File: src/pgt_pkg.sv
package pgt_pkg;

    // Default token length limit and queue depth
    localparam int MAX_TOKEN_LEN_DEF = 255;
    localparam int QUEUE_DEPTH_DEF   = 4;

    // Token kinds
    localparam logic [3:0] KIND_LBRACKET = 4'd0;
    localparam logic [3:0] KIND_RBRACKET = 4'd1;
    localparam logic [3:0] KIND_LPAREN   = 4'd2;
    localparam logic [3:0] KIND_RPAREN   = 4'd3;
    localparam logic [3:0] KIND_LANGLE   = 4'd4;
    localparam logic [3:0] KIND_RANGLE   = 4'd5;
    localparam logic [3:0] KIND_DOT      = 4'd6;
    localparam logic [3:0] KIND_STRING   = 4'd7;
    localparam logic [3:0] KIND_SYMBOL   = 4'd8;
    localparam logic [3:0] KIND_INTEGER  = 4'd9;
    localparam logic [3:0] KIND_EOF      = 4'd10;
    localparam logic [3:0] KIND_UNKNOWN  = 4'd11;

    // Characters with a role of their own
    localparam logic [7:0] CH_UNDERSCORE = 8'h5F;
    localparam logic [7:0] CH_PLUS       = 8'h2B;
    localparam logic [7:0] CH_HASH       = 8'h23;
    localparam logic [7:0] CH_EQUAL      = 8'h3D;
    localparam logic [7:0] CH_COLON      = 8'h3A;
    localparam logic [7:0] CH_MINUS      = 8'h2D;
    localparam logic [7:0] CH_SEMICOLON  = 8'h3B;
    localparam logic [7:0] CH_LBRACKET   = 8'h5B;
    localparam logic [7:0] CH_RBRACKET   = 8'h5D;
    localparam logic [7:0] CH_LPAREN     = 8'h28;
    localparam logic [7:0] CH_RPAREN     = 8'h29;
    localparam logic [7:0] CH_LANGLE     = 8'h3C;
    localparam logic [7:0] CH_RANGLE     = 8'h3E;
    localparam logic [7:0] CH_DOT        = 8'h2E;
    localparam logic [7:0] CH_QUOTE      = 8'h22;
    localparam logic [7:0] CH_SPACE      = 8'h20;
    localparam logic [7:0] CH_TAB        = 8'h09;
    localparam logic [7:0] CH_LF         = 8'h0A;
    localparam logic [7:0] CH_CR         = 8'h0D;

    // One result word
    typedef struct packed {
        logic       is_token_end;
        logic [7:0] value_char;
        logic [3:0] token_kind;
        logic [7:0] token_length;
        logic       truncated;
        logic       unterminated;
        logic       last_of_run;
    } result_t;

    // Queue entry: the results of one input word, one or two of them
    typedef struct packed {
        logic    two;
        result_t first;
        result_t second;
    } entry_t;

    function automatic logic is_digit(input logic [7:0] c);
        return (c >= 8'h30) && (c <= 8'h39);
    endfunction

    function automatic logic is_alnum(input logic [7:0] c);
        return is_digit(c) || ((c >= 8'h41) && (c <= 8'h5A)) ||
               ((c >= 8'h61) && (c <= 8'h7A));
    endfunction

    function automatic logic is_space(input logic [7:0] c);
        return (c == CH_SPACE) || ((c >= CH_TAB) && (c <= CH_CR));
    endfunction

    function automatic logic is_sym_char(input logic [7:0] c);
        return is_alnum(c) || (c == CH_UNDERSCORE) || (c == CH_PLUS) ||
               (c == CH_HASH) || (c == CH_EQUAL) || (c == CH_COLON) ||
               (c == CH_MINUS);
    endfunction

    function automatic result_t value_word(input logic [7:0] c);
        result_t r;
        r = '0;
        r.value_char = c;
        return r;
    endfunction

    function automatic result_t end_word(input logic [3:0] kind, input logic [7:0] len,
                                         input logic trunc, input logic unterm,
                                         input logic [7:0] c);
        result_t r;
        r = '0;
        r.is_token_end = 1'b1;
        r.value_char   = c;
        r.token_kind   = kind;
        r.token_length = len;
        r.truncated    = trunc;
        r.unterminated = unterm;
        return r;
    endfunction

endpackage

File: src/pgt_if.sv
interface pgt_in_if;
    logic       valid;
    logic       ready;
    logic [7:0] in_byte;
    logic       end_of_input;

    modport source (output valid, output in_byte, output end_of_input, input ready);
    modport sink   (input valid, input in_byte, input end_of_input, output ready);
endinterface

interface pgt_out_if;
    logic       valid;
    logic       ready;
    logic       is_token_end;
    logic [7:0] value_char;
    logic [3:0] token_kind;
    logic [7:0] token_length;
    logic       truncated;
    logic       unterminated;
    logic       last_of_run;

    modport source (output valid, output is_token_end, output value_char,
                    output token_kind, output token_length, output truncated,
                    output unterminated, output last_of_run, input ready);
    modport sink   (input valid, input is_token_end, input value_char,
                    input token_kind, input token_length, input truncated,
                    input unterminated, input last_of_run, output ready);
endinterface

File: src/pgt_front.sv
module pgt_front #(
    parameter int MAX_TOKEN_LEN = pgt_pkg::MAX_TOKEN_LEN_DEF
) (
    input  logic            clk,
    input  logic            rst_n,
    pgt_in_if.sink          in_ch,
    input  logic            full,
    output logic            push,
    output pgt_pkg::entry_t push_entry
);

    typedef enum logic [1:0] {
        MODE_IDLE,
        MODE_COMMENT,
        MODE_STRING,
        MODE_SYMBOL
    } mode_t;

    localparam logic [7:0] MaxLen = 8'(MAX_TOKEN_LEN);

    mode_t      mode_reg, mode_next;
    logic [7:0] count_reg, count_next;
    logic       digits_reg, digits_next;
    logic       ovf_reg, ovf_next;

    logic            accept;
    logic [7:0]      c;
    logic            eoi;
    logic            can_keep;
    logic [1:0]      n;
    pgt_pkg::result_t r0, r1, sym_end, eof_word;

    // Outcome of a byte seen between tokens
    logic             bt_n;
    pgt_pkg::result_t bt_res;
    mode_t            bt_mode;
    logic [7:0]       bt_count;
    logic             bt_digits;

    assign in_ch.ready = !full;
    assign accept      = in_ch.valid && !full;
    assign c           = in_ch.in_byte;
    assign eoi         = in_ch.end_of_input;
    assign can_keep    = count_reg < MaxLen;
    assign eof_word    = pgt_pkg::end_word(pgt_pkg::KIND_EOF, 8'd0, 1'b0, 1'b0, 8'd0);
    assign sym_end     = pgt_pkg::end_word(digits_reg ? pgt_pkg::KIND_INTEGER
                                                      : pgt_pkg::KIND_SYMBOL,
                                           count_reg, ovf_reg, 1'b0, 8'd0);

    // Classify a byte as the start of a token
    always_comb
    begin
        bt_n      = 1'b0;
        bt_res    = '0;
        bt_mode   = MODE_IDLE;
        bt_count  = 8'd0;
        bt_digits = 1'b1;
        case (c)
            pgt_pkg::CH_LBRACKET:
            begin
                bt_n   = 1'b1;
                bt_res = pgt_pkg::end_word(pgt_pkg::KIND_LBRACKET, 8'd0, 1'b0, 1'b0, 8'd0);
            end
            pgt_pkg::CH_RBRACKET:
            begin
                bt_n   = 1'b1;
                bt_res = pgt_pkg::end_word(pgt_pkg::KIND_RBRACKET, 8'd0, 1'b0, 1'b0, 8'd0);
            end
            pgt_pkg::CH_LPAREN:
            begin
                bt_n   = 1'b1;
                bt_res = pgt_pkg::end_word(pgt_pkg::KIND_LPAREN, 8'd0, 1'b0, 1'b0, 8'd0);
            end
            pgt_pkg::CH_RPAREN:
            begin
                bt_n   = 1'b1;
                bt_res = pgt_pkg::end_word(pgt_pkg::KIND_RPAREN, 8'd0, 1'b0, 1'b0, 8'd0);
            end
            pgt_pkg::CH_LANGLE:
            begin
                bt_n   = 1'b1;
                bt_res = pgt_pkg::end_word(pgt_pkg::KIND_LANGLE, 8'd0, 1'b0, 1'b0, 8'd0);
            end
            pgt_pkg::CH_RANGLE:
            begin
                bt_n   = 1'b1;
                bt_res = pgt_pkg::end_word(pgt_pkg::KIND_RANGLE, 8'd0, 1'b0, 1'b0, 8'd0);
            end
            pgt_pkg::CH_DOT:
            begin
                bt_n   = 1'b1;
                bt_res = pgt_pkg::end_word(pgt_pkg::KIND_DOT, 8'd0, 1'b0, 1'b0, 8'd0);
            end
            pgt_pkg::CH_SEMICOLON:
            begin
                bt_mode = MODE_COMMENT;
            end
            pgt_pkg::CH_QUOTE:
            begin
                bt_mode = MODE_STRING;
            end
            default:
            begin
                if (pgt_pkg::is_space(c))
                begin
                    bt_n = 1'b0;
                end
                else if (pgt_pkg::is_alnum(c))
                begin
                    bt_mode   = MODE_SYMBOL;
                    bt_digits = pgt_pkg::is_digit(c);
                    bt_n      = 1'b1;
                    bt_res    = pgt_pkg::value_word(c);
                    bt_count  = 8'd1;
                end
                else
                begin
                    bt_n   = 1'b1;
                    bt_res = pgt_pkg::end_word(pgt_pkg::KIND_UNKNOWN, 8'd1, 1'b0, 1'b0, c);
                end
            end
        endcase
    end

    // Advance the lexer by one word
    always_comb
    begin
        mode_next   = mode_reg;
        count_next  = count_reg;
        digits_next = digits_reg;
        ovf_next    = ovf_reg;
        n           = 2'd0;
        r0          = '0;
        r1          = '0;
        case (mode_reg)
            MODE_COMMENT:
            begin
                if (eoi)
                begin
                    r0        = eof_word;
                    n         = 2'd1;
                    mode_next = MODE_IDLE;
                    count_next  = 8'd0;
                    digits_next = 1'b1;
                    ovf_next    = 1'b0;
                end
                else if ((c == pgt_pkg::CH_LF) || (c == pgt_pkg::CH_CR))
                begin
                    mode_next = MODE_IDLE;
                end
            end
            MODE_STRING:
            begin
                if (eoi || (c == pgt_pkg::CH_QUOTE))
                begin
                    r0 = pgt_pkg::end_word(pgt_pkg::KIND_STRING, count_reg, ovf_reg,
                                           eoi, 8'd0);
                    r1 = eof_word;
                    n  = eoi ? 2'd2 : 2'd1;
                    mode_next   = MODE_IDLE;
                    count_next  = 8'd0;
                    digits_next = 1'b1;
                    ovf_next    = 1'b0;
                end
                else if (can_keep)
                begin
                    r0         = pgt_pkg::value_word(c);
                    n          = 2'd1;
                    count_next = count_reg + 8'd1;
                end
                else
                begin
                    ovf_next = 1'b1;
                end
            end
            MODE_SYMBOL:
            begin
                if (eoi)
                begin
                    r0 = sym_end;
                    r1 = eof_word;
                    n  = 2'd2;
                    mode_next   = MODE_IDLE;
                    count_next  = 8'd0;
                    digits_next = 1'b1;
                    ovf_next    = 1'b0;
                end
                else if (pgt_pkg::is_sym_char(c))
                begin
                    digits_next = digits_reg & pgt_pkg::is_digit(c);
                    if (can_keep)
                    begin
                        r0         = pgt_pkg::value_word(c);
                        n          = 2'd1;
                        count_next = count_reg + 8'd1;
                    end
                    else
                    begin
                        ovf_next = 1'b1;
                    end
                end
                else
                begin
                    // close the symbol, then treat the byte as between tokens
                    r0          = sym_end;
                    r1          = bt_res;
                    n           = bt_n ? 2'd2 : 2'd1;
                    mode_next   = bt_mode;
                    count_next  = bt_count;
                    digits_next = bt_digits;
                    ovf_next    = 1'b0;
                end
            end
            default:
            begin
                if (eoi)
                begin
                    r0 = eof_word;
                    n  = 2'd1;
                    mode_next   = MODE_IDLE;
                    count_next  = 8'd0;
                    digits_next = 1'b1;
                    ovf_next    = 1'b0;
                end
                else
                begin
                    r0          = bt_res;
                    n           = {1'b0, bt_n};
                    mode_next   = bt_mode;
                    count_next  = bt_count;
                    digits_next = bt_digits;
                    ovf_next    = 1'b0;
                end
            end
        endcase

        // mark the last result of this word
        if (n == 2'd1)
        begin
            r0.last_of_run = 1'b1;
        end
        if (n == 2'd2)
        begin
            r1.last_of_run = 1'b1;
        end
    end

    assign push              = accept && (n != 2'd0);
    assign push_entry.two    = (n == 2'd2);
    assign push_entry.first  = r0;
    assign push_entry.second = r1;

    // Hold lexer state
    always_ff @(posedge clk or negedge rst_n)
    begin
        if (!rst_n)
        begin
            mode_reg   <= MODE_IDLE;
            count_reg  <= 8'd0;
            digits_reg <= 1'b1;
            ovf_reg    <= 1'b0;
        end
        else if (accept)
        begin
            mode_reg   <= mode_next;
            count_reg  <= count_next;
            digits_reg <= digits_next;
            ovf_reg    <= ovf_next;
        end
    end

endmodule

File: src/pgt_fifo.sv
module pgt_fifo #(
    parameter int DEPTH = pgt_pkg::QUEUE_DEPTH_DEF
) (
    input  logic            clk,
    input  logic            rst_n,
    input  logic            push,
    input  pgt_pkg::entry_t wdata,
    input  logic            pop,
    output pgt_pkg::entry_t head,
    output logic            empty,
    output logic            full
);

    localparam int PtrW = (DEPTH > 1) ? $clog2(DEPTH) : 1;
    localparam int CntW = $clog2(DEPTH + 1);
    localparam logic [PtrW-1:0] LastIdx = PtrW'(DEPTH - 1);

    pgt_pkg::entry_t mem [DEPTH];

    logic [PtrW-1:0] wr_ptr_reg, rd_ptr_reg;
    logic [CntW-1:0] count_reg;

    assign empty = (count_reg == '0);
    assign full  = (count_reg == CntW'(DEPTH));
    assign head  = mem[rd_ptr_reg];

    // Store entries
    always_ff @(posedge clk)
    begin
        if (push)
        begin
            mem[wr_ptr_reg] <= wdata;
        end
    end

    // Advance pointers and fill count
    always_ff @(posedge clk or negedge rst_n)
    begin
        if (!rst_n)
        begin
            wr_ptr_reg <= '0;
            rd_ptr_reg <= '0;
            count_reg  <= '0;
        end
        else
        begin
            if (push)
            begin
                wr_ptr_reg <= (wr_ptr_reg == LastIdx) ? '0 : wr_ptr_reg + 1'b1;
            end
            if (pop)
            begin
                rd_ptr_reg <= (rd_ptr_reg == LastIdx) ? '0 : rd_ptr_reg + 1'b1;
            end
            if (push && !pop)
            begin
                count_reg <= count_reg + 1'b1;
            end
            else if (pop && !push)
            begin
                count_reg <= count_reg - 1'b1;
            end
        end
    end

endmodule

File: src/pgt_back.sv
module pgt_back (
    input  logic            clk,
    input  logic            rst_n,
    input  pgt_pkg::entry_t head,
    input  logic            empty,
    output logic            pop,
    pgt_out_if.source       out_ch
);

    logic             half_reg, half_next;
    logic             ovalid_reg, ovalid_next;
    pgt_pkg::result_t odata_reg, odata_next;
    logic             load;

    // Load a result whenever the output register is free
    assign load = !empty && (!ovalid_reg || out_ch.ready);
    assign pop  = load && (!head.two || half_reg);

    always_comb
    begin
        half_next   = half_reg;
        ovalid_next = ovalid_reg;
        odata_next  = odata_reg;
        if (load)
        begin
            half_next   = head.two && !half_reg;
            ovalid_next = 1'b1;
            odata_next  = half_reg ? head.second : head.first;
        end
        else if (out_ch.ready)
        begin
            ovalid_next = 1'b0;
        end
    end

    always_ff @(posedge clk or negedge rst_n)
    begin
        if (!rst_n)
        begin
            half_reg   <= 1'b0;
            ovalid_reg <= 1'b0;
        end
        else
        begin
            half_reg   <= half_next;
            ovalid_reg <= ovalid_next;
        end
    end

    always_ff @(posedge clk)
    begin
        odata_reg <= odata_next;
    end

    // Drive the result channel
    assign out_ch.valid        = ovalid_reg;
    assign out_ch.is_token_end = odata_reg.is_token_end;
    assign out_ch.value_char   = odata_reg.value_char;
    assign out_ch.token_kind   = odata_reg.token_kind;
    assign out_ch.token_length = odata_reg.token_length;
    assign out_ch.truncated    = odata_reg.truncated;
    assign out_ch.unterminated = odata_reg.unterminated;
    assign out_ch.last_of_run  = odata_reg.last_of_run;

endmodule

File: src/pgn_tokenizer_core.sv
// Results of an accepted input word enter the queue, then the free output register.
// Throughput: one input word per cycle while the queue is not full; the output register
// sends one result word per cycle while the receiver is ready, so a word that yields a
// token end and an eof (or a symbol end and a new token) sends its two result words one
// after the other; a queue of four entries by default absorbs that.
// Reset (rst_n low, asynchronous): lexer returns to idle, queue empties,
// output valid drops.
module pgn_tokenizer_core #(
    parameter int MAX_TOKEN_LEN = pgt_pkg::MAX_TOKEN_LEN_DEF,
    parameter int QUEUE_DEPTH   = pgt_pkg::QUEUE_DEPTH_DEF
) (
    input  logic      clk,
    input  logic      rst_n,
    pgt_in_if.sink    in_ch,
    pgt_out_if.source out_ch
);

    logic            push, pop, empty, full;
    pgt_pkg::entry_t push_entry, head;

    pgt_front #(
        .MAX_TOKEN_LEN (MAX_TOKEN_LEN)
    ) u_front (
        .clk        (clk),
        .rst_n      (rst_n),
        .in_ch      (in_ch),
        .full       (full),
        .push       (push),
        .push_entry (push_entry)
    );

    pgt_fifo #(
        .DEPTH (QUEUE_DEPTH)
    ) u_fifo (
        .clk   (clk),
        .rst_n (rst_n),
        .push  (push),
        .wdata (push_entry),
        .pop   (pop),
        .head  (head),
        .empty (empty),
        .full  (full)
    );

    pgt_back u_back (
        .clk    (clk),
        .rst_n  (rst_n),
        .head   (head),
        .empty  (empty),
        .pop    (pop),
        .out_ch (out_ch)
    );

endmodule

File: src/flat_wrapper.sv
// flat-port wrapper written by rule: the top's interface ports become plain ports
module pgn_tokenizer_core_flat 
#(
    parameter int MAX_TOKEN_LEN = pgt_pkg::MAX_TOKEN_LEN_DEF,
    parameter int QUEUE_DEPTH   = pgt_pkg::QUEUE_DEPTH_DEF
)
  (clk, rst_n, in_ch_valid, in_ch_in_byte, in_ch_end_of_input, in_ch_ready, out_ch_valid, out_ch_is_token_end, out_ch_value_char, out_ch_token_kind, out_ch_token_length, out_ch_truncated, out_ch_unterminated, out_ch_last_of_run, out_ch_ready);
  pgt_in_if in_ch_i ();
  pgt_out_if out_ch_i ();
  input  logic clk;
  input  logic rst_n;
  input wire logic [$bits(in_ch_i.valid)-1:0] in_ch_valid;
  input wire logic [$bits(in_ch_i.in_byte)-1:0] in_ch_in_byte;
  input wire logic [$bits(in_ch_i.end_of_input)-1:0] in_ch_end_of_input;
  output wire logic [$bits(in_ch_i.ready)-1:0] in_ch_ready;
  output wire logic [$bits(out_ch_i.valid)-1:0] out_ch_valid;
  output wire logic [$bits(out_ch_i.is_token_end)-1:0] out_ch_is_token_end;
  output wire logic [$bits(out_ch_i.value_char)-1:0] out_ch_value_char;
  output wire logic [$bits(out_ch_i.token_kind)-1:0] out_ch_token_kind;
  output wire logic [$bits(out_ch_i.token_length)-1:0] out_ch_token_length;
  output wire logic [$bits(out_ch_i.truncated)-1:0] out_ch_truncated;
  output wire logic [$bits(out_ch_i.unterminated)-1:0] out_ch_unterminated;
  output wire logic [$bits(out_ch_i.last_of_run)-1:0] out_ch_last_of_run;
  input wire logic [$bits(out_ch_i.ready)-1:0] out_ch_ready;
  assign in_ch_i.valid = in_ch_valid;
  assign in_ch_i.in_byte = in_ch_in_byte;
  assign in_ch_i.end_of_input = in_ch_end_of_input;
  assign in_ch_ready = in_ch_i.ready;
  assign out_ch_valid = out_ch_i.valid;
  assign out_ch_is_token_end = out_ch_i.is_token_end;
  assign out_ch_value_char = out_ch_i.value_char;
  assign out_ch_token_kind = out_ch_i.token_kind;
  assign out_ch_token_length = out_ch_i.token_length;
  assign out_ch_truncated = out_ch_i.truncated;
  assign out_ch_unterminated = out_ch_i.unterminated;
  assign out_ch_last_of_run = out_ch_i.last_of_run;
  assign out_ch_i.ready = out_ch_ready;
  pgn_tokenizer_core #(.MAX_TOKEN_LEN(MAX_TOKEN_LEN), .QUEUE_DEPTH(QUEUE_DEPTH)) u_core (.clk(clk), .rst_n(rst_n), .in_ch(in_ch_i), .out_ch(out_ch_i));
endmodule
File: config.mk
export PLATFORM = sky130hd
export DESIGN_NAME = pgn_tokenizer_core_flat
export DESIGN_NICKNAME = d
export VERILOG_FILES = /design/src/pgt_pkg.sv /design/src/pgt_if.sv /design/src/pgt_front.sv /design/src/pgt_fifo.sv /design/src/pgt_back.sv /design/src/pgn_tokenizer_core.sv /design/src/flat_wrapper.sv
export SDC_FILE = /design/constraint.sdc
export NUM_CORES = 1
export LEC_CHECK = 0
export BUFFER_PORTS_ARGS = -buffer_cell sky130_fd_sc_hd__buf_2
export CAP_MARGIN = 40
export CORE_MARGIN = 10
export CORE_UTILIZATION = 55
export CTS_BUF_LIST = sky130_fd_sc_hd__clkbuf_8
export DETAILED_ROUTE_END_ITERATION = 8
export PLACE_DENSITY_LB_ADDON = 0.15
export SLEW_MARGIN = 5
export SYNTH_ARGS = -nofsm -noshare
export SYNTH_HDL_FRONTEND = slang
export SYNTH_SLANG_ARGS = --single-unit
File: constraint.sdc
create_clock -name clk -period 4.35 [get_ports clk]
set_input_delay 0.2175 -clock clk [delete_from_list [all_inputs] [get_ports clk]]
set_output_delay 0.2175 -clock clk [all_outputs]
set_load 0.03 [all_outputs]
### Word-level counts from Yosys, hierarchy flattened

Memory sizes are Yosys's and may differ from the RTL's.
Index checks and enable logic that the tools add are counted.

* bits in registers: 45
* RAM bits: 196
* input bits: 13
* word-level logic and storage cells: 175
* memories: 1

Memory list
* u_core.u_fifo.mem: words 4, width 49, read ports 1, clocked after memory_dff 0, write ports 1, RTL line pgt_fifo.sv:18 `pgt_pkg::entry_t mem [DEPTH];`

* $add $sub $neg: 5
* magnitude comparators: 9
* equality and inequality tests: 30
* multiplexer cells: 72
* bitwise operators: 1
* reductions and logical operators: 41

Operators with widths (count)
* 24-bit two-way mux: 11
* 24-bit one-hot mux with 8 select lines: 1
* 8-bit by 6-bit equality test with 1-bit output, second input constant: 13
* 24-bit one-hot mux with 3 select lines: 1
* 8-bit two-way mux: 6
* 24-bit one-hot mux with 2 select lines: 1
* 2-bit two-way mux: 15
* 1-bit two-way mux: 27
* 8-bit by 7-bit equality test with 1-bit output, second input constant: 3
* 8-bit one-hot mux with 3 select lines: 1
* 23-bit two-way mux: 1
* 2-bit one-hot mux with 3 select lines: 3
* 8-bit by 4-bit equality test with 1-bit output, second input constant: 2
* 8-bit by 7-bit greater-or-equal comparator with 1-bit output, second input constant: 2
* 8-bit by 7-bit less-or-equal comparator with 1-bit output, second input constant: 2
* 1-bit logical OR: 13
* 1-bit logical AND: 11
* 2-bit equality test, second input constant: 5
* 9-bit OR reduction: 1
* 8-bit by 1-bit adder with 8-bit output, second input constant: 1
* 8-bit by 4-bit greater-or-equal comparator with 1-bit output, second input constant: 1
* 8-bit by 6-bit greater-or-equal comparator with 1-bit output, second input constant: 1
* 8-bit by 4-bit less-or-equal comparator with 1-bit output, second input constant: 1
* 8-bit by 6-bit less-or-equal comparator with 1-bit output, second input constant: 1
* other kinds (20): 34

### Depth between registers and ports, before layout

* word-level depth: 19
* gate-level depth with buffers: 14
* depth with buffers taken out: 13

### By module

Synthesis repeated with hierarchy kept, for this count alone.

* cell total of the unflattened synthesis: 586
* area total of the unflattened synthesis: 10520.1 sq um

By module, submodules not included
* pgt_fifo: times used 1, cells each 294, area an instance 7546.0 sq um
* pgt_front: times used 1, cells each 232, area an instance 1765.4 sq um
* pgt_back: times used 1, cells each 60, area an instance 1208.7 sq um

### Worst setup path after synthesis

No wires, ideal clock.

* kind: reg2reg
* start point: register u_core.u_back.ovalid_reg, in the netlist u_core.u_back.out_ch.valid
* end point: register u_core.u_fifo.count_reg[1]
* library setup time: 0.125 ns
* arrival time: 3.221 ns
* data required time: 4.225 ns
* slack: 1.004 ns
* cell stages (with the launch flop): 8
* buffers on the path: 0
* clock period less this slack: 3.346 ns
* path through: dfrtp_1 -> a21oi_1 -> a21boi_0 -> inv_1 -> ha_1 -> inv_1 -> fa_1 -> mux2_2

* longest elaborated chain between the ends: 7
* elaborated cells on any way between the ends: 9

Ends and longest elaborated chain
* start, declared: RTL line pgt_back.sv:11 `logic ovalid_reg, ovalid_next;`
* start signal, assigned: RTL line pgt_back.sv:46 `ovalid_reg <= ovalid_next;`
* 1-bit zero test (*): RTL line pgt_back.sv:16 `assign load = !empty && (!ovalid_reg || out_ch.ready);`
* 1-bit logical OR (*): RTL line pgt_back.sv:16
* 1-bit logical AND (*): RTL line pgt_back.sv:16
* named net u_core.u_back.load: RTL line pgt_back.sv:13 `logic load;`
* 1-bit logical AND (*): RTL line pgt_back.sv:17 `assign pop = load && (!head.two || half_reg);`
* 1-bit zero test: RTL line pgt_fifo.sv:55 `if (push && !pop)`
* 1-bit logical AND: RTL line pgt_fifo.sv:55
* 3-bit two-way mux or 2-bit nonzero test (tied branches)
* end signal, assigned: RTL line pgt_fifo.sv:57 `count_reg <= count_reg + 1'b1;`
* end signal, assigned: RTL line pgt_fifo.sv:61 `count_reg <= count_reg - 1'b1;`
* end, declared: RTL line pgt_fifo.sv:21 `logic [CntW-1:0] count_reg;`

The timed path passes the listed nets; every way through them passes the cells marked *.
A chain may end at the register's enable or synchronous reset.

### Final worst setup path

* start point: register u_core.u_front.count_reg[0]
* end point: register u_core.u_fifo.count_reg[1]

* longest elaborated chain between the ends: 10
* elaborated cells on any way between the ends: 13

Ends and longest elaborated chain
* start, declared: RTL line pgt_front.sv:22 `logic [7:0] count_reg, count_next;`
* start signal, assigned: RTL line pgt_front.sv:266 `count_reg <= count_next;`
* 8-bit less-than comparator (*): RTL line pgt_front.sv:44 `assign can_keep = count_reg < MaxLen;`
* 1-bit two-way mux (*): RTL line pgt_front.sv:165, pgt_front.sv:191
* 2-bit two-way mux: RTL line pgt_front.sv:188 `else if (pgt_pkg::is_sym_char(c))`
* 2-bit two-way mux: RTL line pgt_front.sv:178 `if (eoi)`
* 2-bit one-hot mux with 3 select lines (*): RTL line pgt_front.sv:135 `case (mode_reg)`
* 2-bit nonzero test (*): RTL line pgt_front.sv:248 `assign push = accept && (n != 2'd0);`
* 1-bit logical AND (*): RTL line pgt_front.sv:248
* named net u_core.push: RTL line pgn_tokenizer_core.sv:18 `logic push, pop, empty, full;`
* 1-bit zero test: RTL line pgt_fifo.sv:59 `else if (pop && !push)`
* 1-bit logical AND: RTL line pgt_fifo.sv:59
* 2-bit nonzero test (no source line)

Marked as above.

==> reports/qor_table.md <==
| Stage | Quantity | Value |
| --- | --- | --- |
| synth | Gate Count Post-Synth | 557 |
| floorplanning | Area of the placeable core | 15,400 um2 |
| global routing | Via count of the first global-routing pass | 5,113 |
| layout | Flip-flop and latch area | 5930 um2 |
| power and ir drop | Leakage component of the power | 3.47 nW |
| drt | Wire length reported by the detailed router | 17.5 mm |
| floorplanning | Initial core utilization | 56.7% |
| drt | Drt pass-1 iters | 5 |
| synth | Synth unique cells | 70 |
| clocking | H-Tree Level Count | 1 |
| power and ir drop | Net switching power | 2.02 mW |
| power and ir drop | Switching share of power | 32.4% |
| worst setup path | Worst reg-to-reg setup slack | 1.06 ns |
| drt | Iter 0 DRT Violations | 334 |
| layout | Final non-filler cell area | 9740 um2 |
| job | Max_cap viols | 0 |
| power and ir drop | Register share of total power | 45.6% |
| sta | Final-report max-slew violation count | 0 |
| worst setup path | Most prevalent standard cell on the critical path | ha_1 |
| synth | Number of enable-type register cells in the synthesized netlist | 180 |
| global routing | Initial antenna violation count | 0 |
| synth | Sequential share of the synthesized area | 68.1% |
| synth | Commonest cells in the netlist | edfxtp_1 (180), nand2_1 (60), mux4_2 (39) |
| sta | Final hold vios | 0 |
| worst setup path | Reg2reg start | u_core.u_front.count_reg[0] |
| clocking | Number of sinks handled by clock tree synthesis | 201 |
| worst setup path | Capture instance of the worst register-to-register path | u_core.u_fifo.count_reg[1] |
| layout | Register name with the most flops | u_core.u_fifo.mem |
| synth | Flops & latches, synth | 201 |
| global routing | Total global routing track utilization | 16.4% |
| sta | Fmax achieved | 0.304 GHz |
| worst setup path | Biggest fanout along the worst timing path | 8 |
| floorplanning | Die ar. | 21,300 um2 |
| synth | Largest area contributor in the netlist | edfxtp_1 |
| sta | Final min period | 3.29 ns |
| sta | Setup repair after global routing missed its margin | false |
| min path | Hold WC Path Type | primary input to register |
| placed design | Final weighted congestion in routability-driven placement | 0.870 |
| clocking | Latest clock arrival within the worst-skew pair | 0.55 ns |
| worst setup path | Instance count on the critical path | 11 |
| synth | Async set-or-reset flop fraction in the synthesized netlist | 10.4% |
| synth | Mean cell area of the mapped netlist | 15.6 um2 |
| floorplanning | Die extent in y | 146 um |
| power and ir drop | Cell-internal power | 4.21 mW |
| global routing | First-pass GRT wire length | 28.0 mm |
| worst setup path | Stage delay of the slowest cell on the critical path | 0.50 ns |
| clocking | Cts bufs inserted | 31 |
| layout | Multi-input combinational cell area | 2630 um2 |
| layout | Layout cells sized above 1 | 23.2% |
| power and ir drop | Combinational cell fraction of total power | 31.8% |
| global routing | Remaining global-route overflow | 0 |
| clocking | Root buffer cell | clkbuf_8 |
| floorplanning | Row cnt | 45 |
| layout | Synthesis-to-layout area growth | 11.8% |
| drt | DRC violations left | 0 |
| worst setup path | Cell class contributing the biggest share of worst-path delay | compound AO/OA/AOI/OAI gates |
| drt | ANT nets after route | 0 |
| placed design | Placed wire-length estimate | 11.1 mm |
| worst setup path | Slowest-stage cell, CP | or3_1 |
| worst setup path | Kind of end point of the critical path | register |
| worst setup path | Ordered list of cells on the worst path | ha_1 -> nand2_1 -> or3_1 -> o21ai_0 -> o211ai_2 -> a31oi_1 -> o32ai_4 -> ha_1 -> inv_1 -> fa_1 -> mux2_2 |
| synth | Cells taking the most area after synthesis | edfxtp_1 (62%), mux4_2 (10%), dfrtp_1 (5.7%) |
| sta | Worst Max-Slew Pin Slew | 0.809 ns |
| clocking | Clock transition at the registers of the reported paths | 0.07 ns |
| worst setup path | Worst path required time | 4.78 ns |
| clocking | Clock tree from TritonCTS | yes |
| global routing | Pin count of the biggest net entering global routing | 42 |
| drt | Vias per inst | 5.82 |
| sta | Setup TNS | 0 ns |
| synth | Dominant cell by count in the synthesized netlist | edfxtp_1 |
| power and ir drop | Power per Cell Area | 639 nW/um2 |
| power and ir drop | Maximum ir drop on the vdd rail | 326 uV |
| drt | Wire length per cell | 20.6 um |
| outcome | Run status | complete, no violations |
| worst setup path | WP data arrival | 3.72 ns |
| sta | Final setup violation count | 0 |
| synth | Synth top area share | 62.0% |
| floorplanning | X dimension of the die | 146 um |
| synth | Synth warnings | 0 |
| sta | Worst Skew | 0.0292 ns |
| placed design | Placed standard-cell area | 9170 um2 |
| worst setup path | Worst setup path category | register to register |
| synth | Post-Synthesis Cell Area | 8710 um2 |
| placed design | IO Port Bufs | 38 |
| layout | Count of filler cells inserted in the layout | 1,101 |
| worst setup path | Worst Setup SP | u_core.u_front.count_reg[0] |
| worst setup path | Reg2reg path depth | 11 |
| clocking | Deepest clock path buffer count | 3 |
| clocking | Number of setup buffers added after CTS | 0 |
| synth | Syn nets | 582 |
| layout | Flip-flop count of the largest register after layout | 156 |
| power and ir drop | Share of power burned in the clock network | 22.6% |
| synth | Dominant synthesized flop cell | edfxtp_1 |
| drt | DR vias | 4,939 |
| worst setup path | CP endpoint | u_core.u_fifo.count_reg[1] |
| sta | Period Utilization, post-route | 75.7% |
| layout | NumNets Final | 639 |
| floorplanning | I/O Pins | 39 |
| layout | Number of antenna repair diodes | 0 |
| worst setup path | Number of buffer and inverter stages on the critical path | 1 |
| sta | Max transition margin | 46.1% |
| worst setup path | Startpoint Class | register |
==> power groups by stage <==
stage,sequential (mW),combinational (mW),clock (mW)
2_1_floorplan,3.11,1.22,0
3_3_place_gp,2.85,1.99,0
3_5_place_dp,2.88,2.02,0
4_1_cts,2.85,2.02,1.44
5_1_grt,2.88,2.17,1.54
6_report,2.84,1.98,1.40
==> worst min-delay path by stage <==
| stage | slack (ns) | end | cells after the start | startpoint |
|---|---|---|---|---|
| floorplan | -0.08 | u_core.u_back.half_reg | 0 | rst_n |
| global placement | 0.21 | u_core.u_fifo.count_reg[0] | 1 | rst_n |
| detailed placement | 0.22 | u_core.u_fifo.count_reg[0] | 1 | rst_n |
| CTS | 0.1 | u_core.u_front.digits_reg | 3 | in_ch_in_byte[4] |
| global route | 0.14 | u_core.u_front.digits_reg | 3 | in_ch_in_byte[4] |
| finish | 0.12 | u_core.u_front.digits_reg | 3 | in_ch_in_byte[4] |
==> timing repair <==
action,in CTS,in global routing
resized for setup,0,0
hold buffers,2,0
endpoints found under the hold margin,22,0
==> worst register-to-register path, delay by kind of cell (launching register included) <==
kind | cells | cell delay (ns)
AOI/OAI and AO/OA | 4 | 0.91
adders and majority gates | 3 | 0.87
DFF | 1 | 0.42
buffers and inverters | 1 | 0.08
and+or+nand+nor | 2 | 0.64
muxes | 1 | 0.27
==> kinds of logic (layout without fill, tap and decap cells) <==
| group | Yosys count | count (layout) | synth area share, % |
|---|---|---|---|
| fa+ha+maj | 12 | 12 | 1.81 |
| mux | 46 | 46 | 11.1 |
| flops | 201 | 201 | 68.1 |
| buf+inv | 44 | 124 | 1.97 |
| xor+xnor | 4 | 4 | 0.402 |
| compound gates | 78 | 78 | 6.40 |
| simple gates | 172 | 172 | 10.3 |
==> routing by layer <==
| layer | vias up | global-route usage (%) | part of all wire [%] |
|---|---|---|---|
| met4 | 0 | 4.15 | 1.2 |
| met3 | 17 | 3.01 | 5.7 |
| met1 | 2493 | 21.9 | 45 |
| li1 | 2273 | - | - |
| met2 | 156 | 27.2 | 49 |
| met5 | - | 0 | 0 |
==> cell usage in the layout, fill, tap and decap left out, drive strengths merged, types with 3 or more instances in the layout <==
master,Yosys,layout
dfrtp,20,20
nor2b,9,9
nand2b,7,7
o21a,4,4
clkbuf,16,31
or4,5,5
ha,11,11
nand3b,3,3
mux4,39,39
o22ai,3,3
and2,29,29
and3,5,5
nand3,8,8
inv,18,25
mux2,6,6
buf,9,47
or3,5,5
nor3,6,6
clkinv,1,18
a211o,3,3
nand2,60,60
a21oi,21,21
edfxtp,180,180
a31oi,3,3
o21ai,20,20
a41oi,4,4
nor2,23,23
==> cell type report <==
cell class              count  area share [%]
clock buffers              31            4.38
clock inverters            25            1.31
inverters                  19           0.732
multi-input cells         312            27.0
flip-flops and latches    201            60.9
well taps                 211            2.71
repair buffers             49            2.98
==> through the flow <==
step	setup WS (ns)	instances	total power [mW]	util, %	hold WS (ns)
after floorplan	1.00	557	4.33	-	-0.0781
after global placement	0.938	790	4.85	59.6	0.214
after detailed placement	0.825	790	4.90	59.6	0.219
after CTS	1.10	848	6.31	63.4	0.0951
after global routing	0.909	848	6.59	63.4	0.143
final	1.06	848	6.23	63.4	0.119
Power figures use the tool's default switching activity.
